### src/hw/rtl/ascii_frame_field_parser_defines.svh
// Assertion macros shared by the frame field parser modules
`ifndef ASCII_FRAME_FIELD_PARSER_DEFINES_SVH
`define ASCII_FRAME_FIELD_PARSER_DEFINES_SVH

// Property that must hold at every clock edge outside reset
`define AFFP_ASSERT(label, prop, msg) \
  label: assert property (@(posedge clk_i) disable iff (!rst_ni) (prop)) else $error(msg);

// Same-cycle implication
`define AFFP_ASSERT_IMPL(label, ante, cons, msg) \
  label: assert property (@(posedge clk_i) disable iff (!rst_ni) (ante) |-> (cons)) \
    else $error(msg);

// Next-cycle implication
`define AFFP_ASSERT_NEXT(label, ante, cons, msg) \
  label: assert property (@(posedge clk_i) disable iff (!rst_ni) (ante) |=> (cons)) \
    else $error(msg);

`endif

### src/hw/rtl/affp_pkg.sv
// Shared types and constants of the frame field parser
package affp_pkg;

  localparam int unsigned NUM_FIELDS_DEF    = 3;
  localparam int unsigned MAX_FRAME_LEN_DEF = 64;
  localparam int unsigned FIELD_CHARS_DEF   = 16;

  localparam int unsigned NUM_SLOTS = 3;
  localparam int unsigned SLOT_W    = 2;
  localparam int unsigned VALUE_W   = 32;
  localparam int unsigned BYTE_W    = 8;
  localparam int unsigned ACCUM_W   = 40;
  localparam int unsigned FDIG_W    = 3;

  localparam logic [FDIG_W-1:0]  FRAC_MAX  = 3'd5;
  localparam logic [ACCUM_W-1:0] ACCUM_CAP = 40'd1000000000000;

  localparam logic [BYTE_W-1:0] CHR_NUL         = 8'h00;
  localparam logic [BYTE_W-1:0] CHR_FRAME_OPEN  = 8'h26;
  localparam logic [BYTE_W-1:0] CHR_FRAME_CLOSE = 8'h2A;
  localparam logic [BYTE_W-1:0] CHR_FIELD_END   = 8'h3B;
  localparam logic [BYTE_W-1:0] CHR_PLUS        = 8'h2B;
  localparam logic [BYTE_W-1:0] CHR_MINUS       = 8'h2D;
  localparam logic [BYTE_W-1:0] CHR_POINT       = 8'h2E;
  localparam logic [BYTE_W-1:0] CHR_ZERO        = 8'h30;
  localparam logic [BYTE_W-1:0] CHR_NINE        = 8'h39;

  localparam int unsigned FIFO_DEPTH = 4;
  localparam int unsigned FIFO_PTR_W = 2;
  localparam int unsigned FIFO_CNT_W = 3;

  typedef enum logic {
    OP_STAGE  = 1'b0,
    OP_COMMIT = 1'b1
  } cmd_op_e;

  typedef struct packed {
    cmd_op_e               op;
    logic [SLOT_W-1:0]     slot;
    logic                  neg;
    logic [FDIG_W-1:0]     fdig;
    logic [ACCUM_W-1:0]    accum;
  } cmd_t;

  typedef struct packed {
    logic valid;
    cmd_t cmd;
  } cmd_beat_t;

endpackage

### src/hw/rtl/affp_if.sv
// Handshake channels of the frame field parser: received bytes and frame results
interface affp_rx_if import affp_pkg::*; ();
  logic              valid;
  logic              ready;
  logic [BYTE_W-1:0] rx_byte;

  modport source (output valid, output rx_byte, input ready);
  modport sink   (input valid, input rx_byte, output ready);
endinterface

interface affp_res_if import affp_pkg::*; ();
  logic                      valid;
  logic                      ready;
  logic signed [VALUE_W-1:0] value_first;
  logic signed [VALUE_W-1:0] value_second;
  logic signed [VALUE_W-1:0] value_third;
  logic [SLOT_W-1:0]         fields_updated;

  modport source (output valid, output value_first, output value_second,
                  output value_third, output fields_updated, input ready);
  modport sink   (input valid, input value_first, input value_second,
                  input value_third, input fields_updated, output ready);
endinterface

### src/hw/rtl/affp_front.sv
// Byte classifier: frame tracking and per-field digit accumulation
`include "ascii_frame_field_parser_defines.svh"

module affp_front import affp_pkg::*; #(
  parameter int unsigned NUM_FIELDS    = NUM_FIELDS_DEF,
  parameter int unsigned MAX_FRAME_LEN = MAX_FRAME_LEN_DEF,
  parameter int unsigned FIELD_CHARS   = FIELD_CHARS_DEF
) (
  input  logic       clk_i,
  input  logic       rst_ni,
  affp_rx_if.sink    rx_i,
  input  logic       q_full_i,
  output cmd_beat_t  q_push_o
);

  localparam int unsigned LEN_W = $clog2(MAX_FRAME_LEN + 1);
  localparam int unsigned CHR_W = $clog2(FIELD_CHARS);

  logic               in_frame_q, in_frame_d;
  logic [LEN_W-1:0]   len_q, len_d;
  logic [SLOT_W-1:0]  slot_q, slot_d;
  logic [CHR_W-1:0]   fchars_q, fchars_d;
  logic [ACCUM_W-1:0] accum_q, accum_d;
  logic               neg_q, neg_d;
  logic               frac_q, frac_d;
  logic [FDIG_W-1:0]  fdig_q, fdig_d;
  logic               done_q, done_d;

  logic               accept;
  logic [BYTE_W-1:0]  c;
  logic               is_digit;
  logic [ACCUM_W+3:0] acc_ten;
  logic [ACCUM_W-1:0] acc_next;

  assign rx_i.ready = !q_full_i;
  assign accept     = rx_i.valid && rx_i.ready;
  assign c          = rx_i.rx_byte;
  assign is_digit   = (c >= CHR_ZERO) && (c <= CHR_NINE);

  // accum * 10 + digit, clamped at the cap
  assign acc_ten  = {1'b0, accum_q, 3'b000} + {3'b000, accum_q, 1'b0}
                  + {{ACCUM_W{1'b0}}, c[3:0]};
  assign acc_next = (acc_ten > {4'b0000, ACCUM_CAP}) ? ACCUM_CAP : acc_ten[ACCUM_W-1:0];

  always_comb begin
    logic do_clear;
    do_clear   = 1'b0;
    in_frame_d = in_frame_q;
    len_d      = len_q;
    slot_d     = slot_q;
    fchars_d   = fchars_q;
    accum_d    = accum_q;
    neg_d      = neg_q;
    frac_d     = frac_q;
    fdig_d     = fdig_q;
    done_d     = done_q;

    q_push_o.valid     = 1'b0;
    q_push_o.cmd.op    = OP_STAGE;
    q_push_o.cmd.slot  = slot_q;
    q_push_o.cmd.neg   = neg_q;
    q_push_o.cmd.fdig  = fdig_q;
    q_push_o.cmd.accum = accum_q;

    if (accept) begin
      if (c == CHR_FRAME_OPEN) begin
        in_frame_d = 1'b1;
        len_d      = '0;
        slot_d     = '0;
        do_clear   = 1'b1;
      end else if (c == CHR_FRAME_CLOSE) begin
        in_frame_d = 1'b0;
        len_d      = '0;
        if (in_frame_q) begin
          q_push_o.valid  = 1'b1;
          q_push_o.cmd.op = OP_COMMIT;
          slot_d          = '0;
          do_clear        = 1'b1;
        end
      end else if (in_frame_q && (len_q < LEN_W'(MAX_FRAME_LEN))) begin
        len_d = len_q + LEN_W'(1);
        if (c == CHR_NUL) begin
          // stop parsing the rest of the frame
          len_d = LEN_W'(MAX_FRAME_LEN);
        end else if (c == CHR_FIELD_END) begin
          if (slot_q < SLOT_W'(NUM_FIELDS)) begin
            q_push_o.valid = 1'b1;
            slot_d         = slot_q + SLOT_W'(1);
          end
          do_clear = 1'b1;
        end else if (fchars_q < CHR_W'(FIELD_CHARS - 1)) begin
          fchars_d = fchars_q + CHR_W'(1);
          if (!done_q) begin
            if ((fchars_q == '0) && ((c == CHR_PLUS) || (c == CHR_MINUS))) begin
              neg_d = (c == CHR_MINUS);
            end else if (is_digit) begin
              if (!frac_q) begin
                accum_d = acc_next;
              end else if (fdig_q < FRAC_MAX) begin
                fdig_d  = fdig_q + FDIG_W'(1);
                accum_d = acc_next;
              end
            end else if ((c == CHR_POINT) && !frac_q) begin
              frac_d = 1'b1;
            end else begin
              done_d = 1'b1;
            end
          end
        end
      end

      if (do_clear) begin
        fchars_d = '0;
        accum_d  = '0;
        neg_d    = 1'b0;
        frac_d   = 1'b0;
        fdig_d   = '0;
        done_d   = 1'b0;
      end
    end
  end

  always_ff @(posedge clk_i or negedge rst_ni) begin
    if (!rst_ni) begin
      in_frame_q <= 1'b0;
      len_q      <= '0;
      slot_q     <= '0;
      fchars_q   <= '0;
      accum_q    <= '0;
      neg_q      <= 1'b0;
      frac_q     <= 1'b0;
      fdig_q     <= '0;
      done_q     <= 1'b0;
    end else begin
      in_frame_q <= in_frame_d;
      len_q      <= len_d;
      slot_q     <= slot_d;
      fchars_q   <= fchars_d;
      accum_q    <= accum_d;
      neg_q      <= neg_d;
      frac_q     <= frac_d;
      fdig_q     <= fdig_d;
      done_q     <= done_d;
    end
  end

  `AFFP_ASSERT(a_slot_bound, slot_q <= SLOT_W'(NUM_FIELDS), "slot index beyond field count")
  `AFFP_ASSERT_IMPL(a_len_idle, !in_frame_q, len_q == '0, "frame length kept outside a frame")

endmodule

### src/hw/rtl/affp_cmd_fifo.sv
// Short command queue between the byte classifier and the conversion pipeline
`include "ascii_frame_field_parser_defines.svh"

module affp_cmd_fifo import affp_pkg::*; (
  input  logic      clk_i,
  input  logic      rst_ni,
  input  cmd_beat_t push_i,
  output logic      full_o,
  output cmd_beat_t head_o,
  input  logic      pop_i
);

  cmd_t                  mem_q [FIFO_DEPTH];
  logic [FIFO_PTR_W-1:0] wr_ptr_q, rd_ptr_q;
  logic [FIFO_CNT_W-1:0] cnt_q;
  logic                  push, pop;

  assign full_o       = (cnt_q == FIFO_CNT_W'(FIFO_DEPTH));
  assign head_o.valid = (cnt_q != '0);
  assign head_o.cmd   = mem_q[rd_ptr_q];
  assign push         = push_i.valid && !full_o;
  assign pop          = pop_i && head_o.valid;

  always_ff @(posedge clk_i) begin
    if (push) begin
      mem_q[wr_ptr_q] <= push_i.cmd;
    end
  end

  always_ff @(posedge clk_i or negedge rst_ni) begin
    if (!rst_ni) begin
      wr_ptr_q <= '0;
      rd_ptr_q <= '0;
      cnt_q    <= '0;
    end else begin
      if (push) begin
        wr_ptr_q <= wr_ptr_q + FIFO_PTR_W'(1);
      end
      if (pop) begin
        rd_ptr_q <= rd_ptr_q + FIFO_PTR_W'(1);
      end
      cnt_q <= cnt_q + FIFO_CNT_W'(push) - FIFO_CNT_W'(pop);
    end
  end

  `AFFP_ASSERT(a_no_overflow, !(push_i.valid && full_o), "command pushed into a full queue")
  `AFFP_ASSERT(a_cnt_bound, cnt_q <= FIFO_CNT_W'(FIFO_DEPTH), "queue count beyond depth")

endmodule

### src/hw/rtl/affp_back.sv
// Conversion pipeline to Q16.16, slot staging, commit and result register
`include "ascii_frame_field_parser_defines.svh"

module affp_back import affp_pkg::*; #(
  parameter int unsigned NUM_FIELDS = NUM_FIELDS_DEF
) (
  input  logic        clk_i,
  input  logic        rst_ni,
  input  cmd_beat_t   head_i,
  output logic        pop_o,
  affp_res_if.source  res_o
);

  localparam int unsigned SCALED_W   = 32;
  localparam int unsigned POW_W      = 17;
  localparam int unsigned PROD_W     = SCALED_W + POW_W;
  localparam int unsigned DIGIT_W    = 4;
  localparam int unsigned REM_W      = 12;
  localparam int unsigned T_W        = REM_W + DIGIT_W;
  localparam int unsigned ROUND_W    = 11;
  localparam int unsigned DIV_IN_W   = 1 + SCALED_W + ROUND_W;
  localparam int unsigned DIV_STAGES = DIV_IN_W / DIGIT_W;
  localparam int unsigned QUOT_W     = 32;
  localparam int         DIVISOR    = 3125;

  // round(scaled * 65536 / 100000) == floor((scaled * 2^11 + 1562) / 3125)
  localparam logic [ROUND_W-1:0] ROUND_LOW = 11'd1562;
  localparam logic [PROD_W-1:0]  SAT_LIMIT = 49'd3276800000;

  typedef struct packed {
    logic                vld;
    cmd_op_e             op;
    logic [SLOT_W-1:0]   slot;
    logic                neg;
    logic                sat;
    logic [SCALED_W-1:0] scaled;
    logic [REM_W-1:0]    rem;
    logic [QUOT_W-1:0]   quot;
  } div_stage_t;

  function automatic logic [POW_W-1:0] pow10_f(input logic [FDIG_W-1:0] fd);
    logic [POW_W-1:0] p;
    case (fd)
      3'd0:    p = 17'd100000;
      3'd1:    p = 17'd10000;
      3'd2:    p = 17'd1000;
      3'd3:    p = 17'd100;
      3'd4:    p = 17'd10;
      default: p = 17'd1;
    endcase
    return p;
  endfunction

  // one radix-16 step of long division by the constant divisor
  function automatic div_stage_t div_step_f(input div_stage_t src,
                                            input logic [DIGIT_W-1:0] nib);
    div_stage_t         r;
    logic [T_W-1:0]     t;
    logic [DIGIT_W-1:0] q;
    r = src;
    t = {src.rem, nib};
    q = '0;
    for (int j = 1; j < (1 << DIGIT_W); j++) begin
      if (t >= T_W'(j * DIVISOR)) begin
        q = DIGIT_W'(j);
      end
    end
    r.rem  = REM_W'(t - T_W'(int'(q) * DIVISOR));
    r.quot = {src.quot[QUOT_W-DIGIT_W-1:0], q};
    return r;
  endfunction

  logic adv;

  logic              m_vld_q;
  cmd_op_e           m_op_q;
  logic [SLOT_W-1:0] m_slot_q;
  logic              m_neg_q;
  logic              m_hi_q;
  logic [PROD_W-1:0] m_prod_q;
  logic [PROD_W-1:0] prod;

  div_stage_t div_in;
  div_stage_t div_d [DIV_STAGES];
  div_stage_t div_q [DIV_STAGES];
  div_stage_t fin;

  logic [VALUE_W-1:0] fin_value;
  logic               do_stage, do_commit;
  logic [VALUE_W-1:0] commit_val [NUM_SLOTS];

  logic              res_vld_q;
  logic [SLOT_W-1:0] upd_q;

  // advance the whole pipeline unless a finished result is still waiting
  assign adv   = !res_vld_q || res_o.ready;
  assign pop_o = adv;

  assign prod = {{POW_W{1'b0}}, head_i.cmd.accum[SCALED_W-1:0]}
              * {{SCALED_W{1'b0}}, pow10_f(head_i.cmd.fdig)};

  always_ff @(posedge clk_i or negedge rst_ni) begin
    if (!rst_ni) begin
      m_vld_q <= 1'b0;
    end else if (adv) begin
      m_vld_q <= head_i.valid;
    end
  end

  always_ff @(posedge clk_i) begin
    if (adv) begin
      m_op_q   <= head_i.cmd.op;
      m_slot_q <= head_i.cmd.slot;
      m_neg_q  <= head_i.cmd.neg;
      m_hi_q   <= |head_i.cmd.accum[ACCUM_W-1:SCALED_W];
      m_prod_q <= prod;
    end
  end

  always_comb begin
    div_in.vld    = m_vld_q;
    div_in.op     = m_op_q;
    div_in.slot   = m_slot_q;
    div_in.neg    = m_neg_q;
    div_in.sat    = m_hi_q || (m_prod_q >= SAT_LIMIT);
    div_in.scaled = m_prod_q[SCALED_W-1:0];
    div_in.rem    = '0;
    div_in.quot   = '0;
  end

  for (genvar s = 0; s < DIV_STAGES; s++) begin : g_div
    div_stage_t          src;
    logic [DIV_IN_W-1:0] dividend;
    if (s == 0) begin : g_first
      assign src = div_in;
    end else begin : g_next
      assign src = div_q[s-1];
    end
    assign dividend = {1'b0, src.scaled, ROUND_LOW};
    assign div_d[s] = div_step_f(src, dividend[DIV_IN_W-1-DIGIT_W*s -: DIGIT_W]);
  end

  always_ff @(posedge clk_i or negedge rst_ni) begin
    if (!rst_ni) begin
      for (int i = 0; i < DIV_STAGES; i++) begin
        div_q[i] <= '0;
      end
    end else if (adv) begin
      for (int i = 0; i < DIV_STAGES; i++) begin
        div_q[i] <= div_d[i];
      end
    end
  end

  assign fin = div_q[DIV_STAGES-1];

  always_comb begin
    if (fin.sat) begin
      fin_value = fin.neg ? 32'h8000_0000 : 32'h7FFF_FFFF;
    end else if (fin.neg) begin
      fin_value = VALUE_W'(0) - fin.quot;
    end else begin
      fin_value = fin.quot;
    end
  end

  assign do_stage  = adv && fin.vld && (fin.op == OP_STAGE);
  assign do_commit = adv && fin.vld && (fin.op == OP_COMMIT);

  for (genvar k = 0; k < NUM_SLOTS; k++) begin : g_slot
    if (k < NUM_FIELDS) begin : g_live
      logic [VALUE_W-1:0] stage_q;
      logic [VALUE_W-1:0] commit_q;

      always_ff @(posedge clk_i) begin
        if (do_stage && (fin.slot == SLOT_W'(k))) begin
          stage_q <= fin_value;
        end
      end

      always_ff @(posedge clk_i or negedge rst_ni) begin
        if (!rst_ni) begin
          commit_q <= '0;
        end else if (do_commit && (fin.slot > SLOT_W'(k))) begin
          commit_q <= stage_q;
        end
      end

      assign commit_val[k] = commit_q;
    end else begin : g_idle
      assign commit_val[k] = '0;
    end
  end

  always_ff @(posedge clk_i or negedge rst_ni) begin
    if (!rst_ni) begin
      res_vld_q <= 1'b0;
    end else if (adv) begin
      res_vld_q <= fin.vld && (fin.op == OP_COMMIT);
    end
  end

  always_ff @(posedge clk_i) begin
    if (do_commit) begin
      upd_q <= fin.slot;
    end
  end

  // committed slots only change on the next commit, so they serve as the payload
  assign res_o.valid          = res_vld_q;
  assign res_o.value_first    = $signed(commit_val[0]);
  assign res_o.value_second   = $signed(commit_val[1]);
  assign res_o.value_third    = $signed(commit_val[2]);
  assign res_o.fields_updated = upd_q;

  `AFFP_ASSERT_IMPL(a_commit_count, fin.vld && (fin.op == OP_COMMIT), fin.slot <= SLOT_W'(NUM_FIELDS), "commit count beyond field count")
  `AFFP_ASSERT_NEXT(a_hold_slots, res_vld_q && !res_o.ready, $stable(commit_val[0]) && $stable(commit_val[1]) && $stable(commit_val[2]), "committed slots changed under a waiting result")

endmodule

### src/hw/rtl/ascii_frame_field_parser.sv
// Top level of the ASCII frame field parser.
// Throughput: one received byte per cycle; ready drops only when the 4-entry command queue
// fills while a finished result waits to be taken.
// Result path: a frame's closing '*' passes through the command queue, the multiply stage and
// the eleven radix-16 stages of the divide-by-constant pipeline into the result register.
// Reset: asynchronous, clears frame state, queue and pipeline; committed values read zero.
module ascii_frame_field_parser import affp_pkg::*; #(
  parameter int unsigned NUM_FIELDS    = NUM_FIELDS_DEF,
  parameter int unsigned MAX_FRAME_LEN = MAX_FRAME_LEN_DEF,
  parameter int unsigned FIELD_CHARS   = FIELD_CHARS_DEF
) (
  input  logic        clk_i,
  input  logic        rst_ni,
  affp_rx_if.sink     rx_i,
  affp_res_if.source  res_o
);

  cmd_beat_t q_push;
  cmd_beat_t q_head;
  logic      q_full;
  logic      q_pop;

  affp_front #(
    .NUM_FIELDS    (NUM_FIELDS),
    .MAX_FRAME_LEN (MAX_FRAME_LEN),
    .FIELD_CHARS   (FIELD_CHARS)
  ) u_front (
    .clk_i    (clk_i),
    .rst_ni   (rst_ni),
    .rx_i     (rx_i),
    .q_full_i (q_full),
    .q_push_o (q_push)
  );

  affp_cmd_fifo u_fifo (
    .clk_i  (clk_i),
    .rst_ni (rst_ni),
    .push_i (q_push),
    .full_o (q_full),
    .head_o (q_head),
    .pop_i  (q_pop)
  );

  affp_back #(
    .NUM_FIELDS (NUM_FIELDS)
  ) u_back (
    .clk_i  (clk_i),
    .rst_ni (rst_ni),
    .head_i (q_head),
    .pop_o  (q_pop),
    .res_o  (res_o)
  );

endmodule

### src/flat_wrapper.sv
// flat-port wrapper written by rule: the top's interface ports become plain ports
module ascii_frame_field_parser_flat import affp_pkg::*;
#(
  parameter int unsigned NUM_FIELDS    = NUM_FIELDS_DEF,
  parameter int unsigned MAX_FRAME_LEN = MAX_FRAME_LEN_DEF,
  parameter int unsigned FIELD_CHARS   = FIELD_CHARS_DEF
)
  (clk_i, rst_ni, rx_i_valid, rx_i_rx_byte, rx_i_ready, res_o_valid, res_o_value_first, res_o_value_second, res_o_value_third, res_o_fields_updated, res_o_ready);
  affp_rx_if rx_i_i ();
  affp_res_if res_o_i ();
  input  logic clk_i;
  input  logic rst_ni;
  input wire logic [$bits(rx_i_i.valid)-1:0] rx_i_valid;
  input wire logic [$bits(rx_i_i.rx_byte)-1:0] rx_i_rx_byte;
  output wire logic [$bits(rx_i_i.ready)-1:0] rx_i_ready;
  output wire logic [$bits(res_o_i.valid)-1:0] res_o_valid;
  output wire logic [$bits(res_o_i.value_first)-1:0] res_o_value_first;
  output wire logic [$bits(res_o_i.value_second)-1:0] res_o_value_second;
  output wire logic [$bits(res_o_i.value_third)-1:0] res_o_value_third;
  output wire logic [$bits(res_o_i.fields_updated)-1:0] res_o_fields_updated;
  input wire logic [$bits(res_o_i.ready)-1:0] res_o_ready;
  assign rx_i_i.valid = rx_i_valid;
  assign rx_i_i.rx_byte = rx_i_rx_byte;
  assign rx_i_ready = rx_i_i.ready;
  assign res_o_valid = res_o_i.valid;
  assign res_o_value_first = res_o_i.value_first;
  assign res_o_value_second = res_o_i.value_second;
  assign res_o_value_third = res_o_i.value_third;
  assign res_o_fields_updated = res_o_i.fields_updated;
  assign res_o_i.ready = res_o_ready;
  ascii_frame_field_parser #(.NUM_FIELDS(NUM_FIELDS), .MAX_FRAME_LEN(MAX_FRAME_LEN), .FIELD_CHARS(FIELD_CHARS)) u_core (.clk_i(clk_i), .rst_ni(rst_ni), .rx_i(rx_i_i), .res_o(res_o_i));
endmodule
### config.mk
export PLATFORM = sky130hd
export DESIGN_NAME = ascii_frame_field_parser_flat
export DESIGN_NICKNAME = d
export VERILOG_FILES = /design/src/hw/rtl/affp_pkg.sv /design/src/hw/rtl/affp_if.sv /design/src/hw/rtl/affp_front.sv /design/src/hw/rtl/affp_cmd_fifo.sv /design/src/hw/rtl/affp_back.sv /design/src/hw/rtl/ascii_frame_field_parser.sv /design/src/flat_wrapper.sv
export VERILOG_INCLUDE_DIRS = /design/src /design/src/hw/rtl
export SDC_FILE = /design/constraint.sdc
export NUM_CORES = 2
export LEC_CHECK = 0
export BUFFER_PORTS_ARGS = -buffer_cell sky130_fd_sc_hd__buf_2
export CAP_MARGIN = 20
export CELL_PAD_IN_SITES_DETAIL_PLACEMENT = 0
export CELL_PAD_IN_SITES_GLOBAL_PLACEMENT = 1
export CORE_UTILIZATION = 55
export DETAILED_ROUTE_END_ITERATION = 12
export GPL_TIMING_DRIVEN = 0
export PLACE_DENSITY_LB_ADDON = 0.05
export SKIP_CTS_REPAIR_TIMING = 1
export SLEW_MARGIN = 10
export SYNTH_ARGS = -nofsm -noshare
export SYNTH_HDL_FRONTEND = slang
export SYNTH_SLANG_ARGS = --single-unit
### constraint.sdc
create_clock -name clk_i -period 14.7 [get_ports clk_i]
set_input_delay 1.47 -clock clk_i [delete_from_list [all_inputs] [get_ports clk_i]]
set_output_delay 1.47 -clock clk_i [all_outputs]
set_load 0.02 [all_outputs]
* Word-level counts from Yosys, hierarchy flattened
Memory sizes are Yosys's and may differ from the RTL's. Cells that the tools add are included.
Storage, ports and cells: bits in registers 767, bits in latches 0, RAM bits 188, ROM bits 0, bits of input ports 12, output and inout bits 100, logic and storage cells 651, memories 1
Memory list:
- u_core.u_fifo.mem_q | depth 4, bits a word 47, rd ports 1, clocked after Yosys merged registers in 0, write ports 1, RTL line affp_cmd_fifo.sv:13 | cmd_t mem_q [FIFO_DEPTH];
Cells by class: add/subtract/negate cells 21, multipliers 11, div/mod/pow operators 0, $lt $le $gt $ge 176, equality and inequality tests 23, shifts and indexed selects 0, multiplexer cells 263, bitwise gates (word level) 1, reduce and logical (&&, ||, !) cells 48
Operators by type and width (count):
- 16-bit by 15-bit >= comparator with 1-bit output, second input constant | 50
- 16-bit >= comparator, second input constant | 50
- 4-bit 2-to-1 mux | 161
- 40-bit 2-to-1 mux | 13
- 16-bit by 14-bit >= comparator with 1-bit output, second input constant | 30
- 16-bit by 12-bit >= comparator with 1-bit output, second input constant | 10
- 16-bit by 13-bit >= comparator with 1-bit output, second input constant | 10
- 4-bit by 12-bit multiplier with 12-bit output, second input constant | 10
- 12-bit subtractor | 9
- 32-bit 2-to-1 mux | 3
- 17-bit one-hot mux with 5 select lines | 1
- 3-bit by 16-bit >= comparator with 1-bit output, second input constant | 5
- 3-bit by 15-bit >= comparator with 1-bit output, second input constant | 5
- 1-bit 2-to-1 mux | 59
- 49-bit by 32-bit >= comparator with 1-bit output, second input constant | 1
- 32-bit by 17-bit multiplier with 49-bit output | 1
- 8-bit by 6-bit equality test with 1-bit output, second input constant | 6
- 43-bit by 41-bit adder with 44-bit output | 1
- 44-bit by 4-bit adder with 44-bit output | 1
- 44-bit by 40-bit greater-than comparator with 1-bit output, second input constant | 1
- 3-bit by 14-bit >= comparator with 1-bit output, second input constant | 3
- 3-bit 2-to-1 mux | 12
- 1-bit by 32-bit subtractor with 32-bit output, first input constant | 1
- 7-bit 2-to-1 mux | 4
- other kinds (43) | 96

* Longest topological paths before layout
depth in word-level cells 18, gate-level depth with buffers 34, gate-level depth less buffers 30

* Cells and area by module
Synthesis repeated with hierarchy kept, for this count alone.
Second synthesis, totals: cell total of the unflattened synthesis 6873, area total of the unflattened synthesis 65868.2 sq um
By module, submodules not included:
- affp_back | instances 1, cells an instance 5863, area an instance 52603.0 sq um, sequential area each 17977.2 sq um
- affp_cmd_fifo | instances 1, cells an instance 287, area an instance 7257.0 sq um, sequential area each 5820.6 sq um
- affp_front | instances 1, cells an instance 723, area an instance 6008.3 sq um, sequential area each 1501.4 sq um

* Least setup slack after synthesis
OpenSTA, ideal clock, no wires.
kind reg2reg, start point register u_core.u_fifo.rd_ptr_q[0], end point register u_core.u_back.m_prod_q[47] (data pin), setup time 0.274 ns, arrival 7.784 ns, data required time 14.426 ns, path slack 6.643 ns, cell stages (with the launch flop) 29, buffers on the path 3, clock period less this slack 8.057 ns, path through dfrtp_1 clkbuf_1 clkbuf_1 clkbuf_1 mux4_2 and2_1 or2_2 fa_1 inv_1 fa_1 fa_1 inv_1 ha_1 fa_1 inv_1 fa_1 inv_1 ha_1 a21o_1 a21o_1 a21o_1 a21oi_1 nand4_1 a31o_2 a21oi_1 o211ai_1 a21oi_1 o41ai_1 xor2_1
On the way: word-level cells in the longest chain between the ends 4, elaborated cells on any way between the ends 8, those cells by class mul (1); eq/ne (4); mux (1); reduce/logical (1); memory (1)
Ends and longest elaborated chain:
- start: declaration | RTL line affp_cmd_fifo.sv:14 | logic [FIFO_PTR_W-1:0] wr_ptr_q, rd_ptr_q;
- start signal: assignment | RTL line affp_cmd_fifo.sv:40 | rd_ptr_q <= rd_ptr_q + FIFO_PTR_W'(1);
- memory 4 x 47 bit *
- 3-bit equality test (tied with other cells) | RTL line affp_back.sv:43 | case (fd)
- 17-bit one-hot mux with 5 select lines | RTL line affp_back.sv:43
- 32-bit by 17-bit multiplier with 49-bit output * | RTL line affp_back.sv:100 | * {{SCALED_W{1'b0}}, pow10_f(head_i.cmd.fdig)};
- via u_core.u_back.prod[47] | RTL line affp_back.sv:81 | logic [PROD_W-1:0] prod;
- end signal: assignment | RTL line affp_back.sv:116 | m_prod_q <= prod;
- end: declaration | RTL line affp_back.sv:80 | logic [PROD_W-1:0] m_prod_q;
The timed path passes the listed nets; every way through them passes the cells marked *. A chain may end at the register's enable or synchronous reset.

* Worst setup path after layout
start point register u_core.u_fifo.rd_ptr_q[0], end point register u_core.u_back.m_prod_q[48] (data pin)
Same word-level chain as after synthesis.

==> out/metrics.cfg <==
[finish]
multi_input_area_sq_mm=0.03567
fillers=10270
drive_gt1_share_pct=7.600
area_growth_pct=9.727
register_area_sq_mm=0.02530
antenna_cells=0
finalCoreUtilization_pct=60.78
finish.net_count=7982

[hold_path]
hp-class=register to register

[timing]
tightest_slew_ns=1.152
rsz0062_at_grt=false
layout_min_cycle_time_ns=10.64
setup_tns_ns=0
fmax_mhz=94.00
hold_ws_ns=0.4065
fin_crit_sh_pct=72.37
slew_viol_final=0
relSlewSlack_pct=23.18
layout_setup_ws_ns=4.061
finClkSkew_ns=0.07930
finalHoldViolations=0
finalSetupViolCount=0

[placed_design]
gp_congestion=0.9950
post-dp-hpwl_mm=140.6
dp_slack_ns=4.249
io_buffer_count=111

[synthesis]
synth-compound-area-share_pct=11.86
yosys.area.top_type=dfrtp_1
synth_area_per_cell_sq_um=9.538
synth_edf_count=340
ys_types=92
ys_warn_count=0
ys_ff_latch=943
seq_area_frac_synth_pct=38.73
synth_nets=7742
synth_top_area_share_pct=23.10
synth_area_leaders=dfrtp_1 23%, edfxtp_1 16%, fa_1 13%
synthMuxAreaShare_pct=3.153
syn_inst=6848
async_flop_share_pct=63.94
synth_top_family_by_area=adder cells
synthXorXnorAreaFrac_pct=2.534
synth_simple_gate_area_share_pct=15.38
synthAdderAreaFrac_pct=21.63
synth_area_sq_mm=0.06532
synth_ff_type=dfrtp_1

[floorplan]
initial_core_util_pct=55.39
die_h_um=346.6
dieArea_sq_mm=0.1201
row_count=126
io_pins=112
die_w_um=346.6
core_sq_mm=0.1179

[global_routing]
grt_pass1_wl_mm=288.3
grt_pass1_vias=50020
grt.overflow.total=0
antenna_found_initial=4
grt_max_degree=109
track_usage_pct=30.83

[cts]
clockBufferDepth=3
clkSinkCount=943
path_clk_slew_ns=0.06
htreeDepth=3
numCtsBuffers=99
tritoncts=yes
clock_latency_ns=0.73
cts-root-buf=clkbuf_16

[routing]
via_per_inst=5.761
drtIter0Drc=4612
wl_per_cell_um=20.90
firstDrtPassIters=6
detail-route-antenna-nets=0
drc=0
vias=50160
routed_wl_mm=181.9

[worst_setup_path]
endpoint_kind=register
crit_slowest_cell=nor2_1
crit_fanout=10
worst-setup-path-type=register to register
slowest_delay_ns=0.71
cp_data_arrival_time_ns=11.02
cpLargestDelayFamily=adder cells
worst-path-buf-inv=7
required_ns=15.08
start_kind=register
critPathMostFrequentCell=fa_1

[run]
cap_violations=0

[status]
status=finished, final reports clean

[cell type report]
| type | instances | area share [%] |
|---|---|---|
| sequential | 943 | 35.30 |
| multi-input combinational | 4743 | 49.77 |
| timing repair buffer | 139 | 1.388 |
| buffer | 332 | 1.774 |
| clock buffer | 132 | 3.926 |
| clock inverter | 52 | 0.8170 |
| inverter | 830 | 4.347 |
| tap | 1536 | 2.681 |
[metrics by stage]
step / area (sq um) / cells
2_1_floorplan: 65320 / 6848
3_3_place_gp: 67800 / 8495
3_5_place_dp: 68270 / 8522
4_1_cts: 71670 / 8706
5_1_grt: 71670 / 8707
6_report: 71670 / 8707
[layer usage]
metal	vias to the layer above	part of all wire [%]	track usage (%)	wire length [um]
met4	2	2.7	8.669	4967
met1	24950	46	45.23	83410
met3	256	7.3	5.261	13210
li1	23430	-	-	-
met5	-	0.0071	0	13
met2	1530	44	47.19	80330
[tightest hold or removal path, delay by kind of cell, from the launching register on]
| family | cells | cell delay [ns] |
|---|---|---|
| AND/OR/NAND/NOR | 2 | 0.12 |
| flip-flops | 1 | 0.33 |
[cells by family (layout without fill, tap and decap cells)]
family	count (synthesis)	in the layout
other	1	1
buffers and inverters	1162	1485
AOI/OAI and AO/OA	1220	1220
DFF	943	943
xor gates and xnor gates	189	189
muxes	146	146
adders and majority gates	882	882
and+or+nand+nor	2305	2305
[path summary, 6_finish.rpt]
kind	from	endpoint	slack, ns	depth (start not counted)
setup / recovery	u_core.u_fifo.rd_ptr_q[0]	u_core.u_back.m_prod_q[48]	4.06	29
hold / removal	u_core.u_back.m_slot_q[0]	u_core.u_back.div_d[816]	0.41	2
setup reg to reg	u_core.u_fifo.rd_ptr_q[0]	u_core.u_back.m_prod_q[48]	4.06	29
hold reg to reg	u_core.u_back.m_slot_q[0]	u_core.u_back.div_d[816]	0.41	2
max in group asynchronous	rst_ni	u_core.u_back.div_q[453]	12.21	4
min in group asynchronous	rst_ni	u_core.u_back.div_d[573]	0.71	1
[Yosys cell counts (115+ instances only)]
library cell,n
dfrtp_1,603
nand2_1,1347
ha_1,470
o21ai_0,306
clkbuf_1,301
nand3_1,115
fa_1,412
edfxtp_1,340
a21oi_1,334
xnor2_1,131
inv_1,826
nor2_1,355
[registers in the layout (all words and copies together), names as in the netlist, 4 cells and up]
register / flops
u_core.u_back.res_o.value_third: 32
u_core.u_back.res_o.value_second: 32
u_core.u_fifo.mem_q: 188
u_core.u_back.g_slot.g_live.stage_q: 96
u_core.u_front.accum_q: 40
u_core.u_front.len_q: 7
u_core.u_back.m_prod_q: 49
u_core.u_back.div_q: 148
u_core.u_front.fchars_q: 4
u_core.u_back.res_o.value_first: 32
u_core.u_back.div_d: 290
[cells in the final DEF, fill, tap and decap left out, types with 37 or more instances in the layout]
cell and count:
mux2_2 98, nand2_1 1347, nor2_1 355, nand3_1 115, o211ai_1 38, nor2b_1 37
buf_2 114, o21ai_0 306, xor2_1 58, xnor2_1 131, o31ai_1 57, dfrtp_1 603
o21bai_1 43, nor3_1 75, inv_1 826, fa_1 412, and2_1 73, clkbuf_16 101
ha_1 470, a211oi_1 38, a21oi_1 334, o21a_1 48, a21o_1 106, a31oi_1 50
nand4_1 39, or2_2 55, mux4_2 38, clkbuf_1 310, and3_1 40, nor4_1 42
edfxtp_1 340
Power is left out: the tool's default activity adds up to more than one toggle a clock period on the data nets, which glitch-free logic cannot reach.
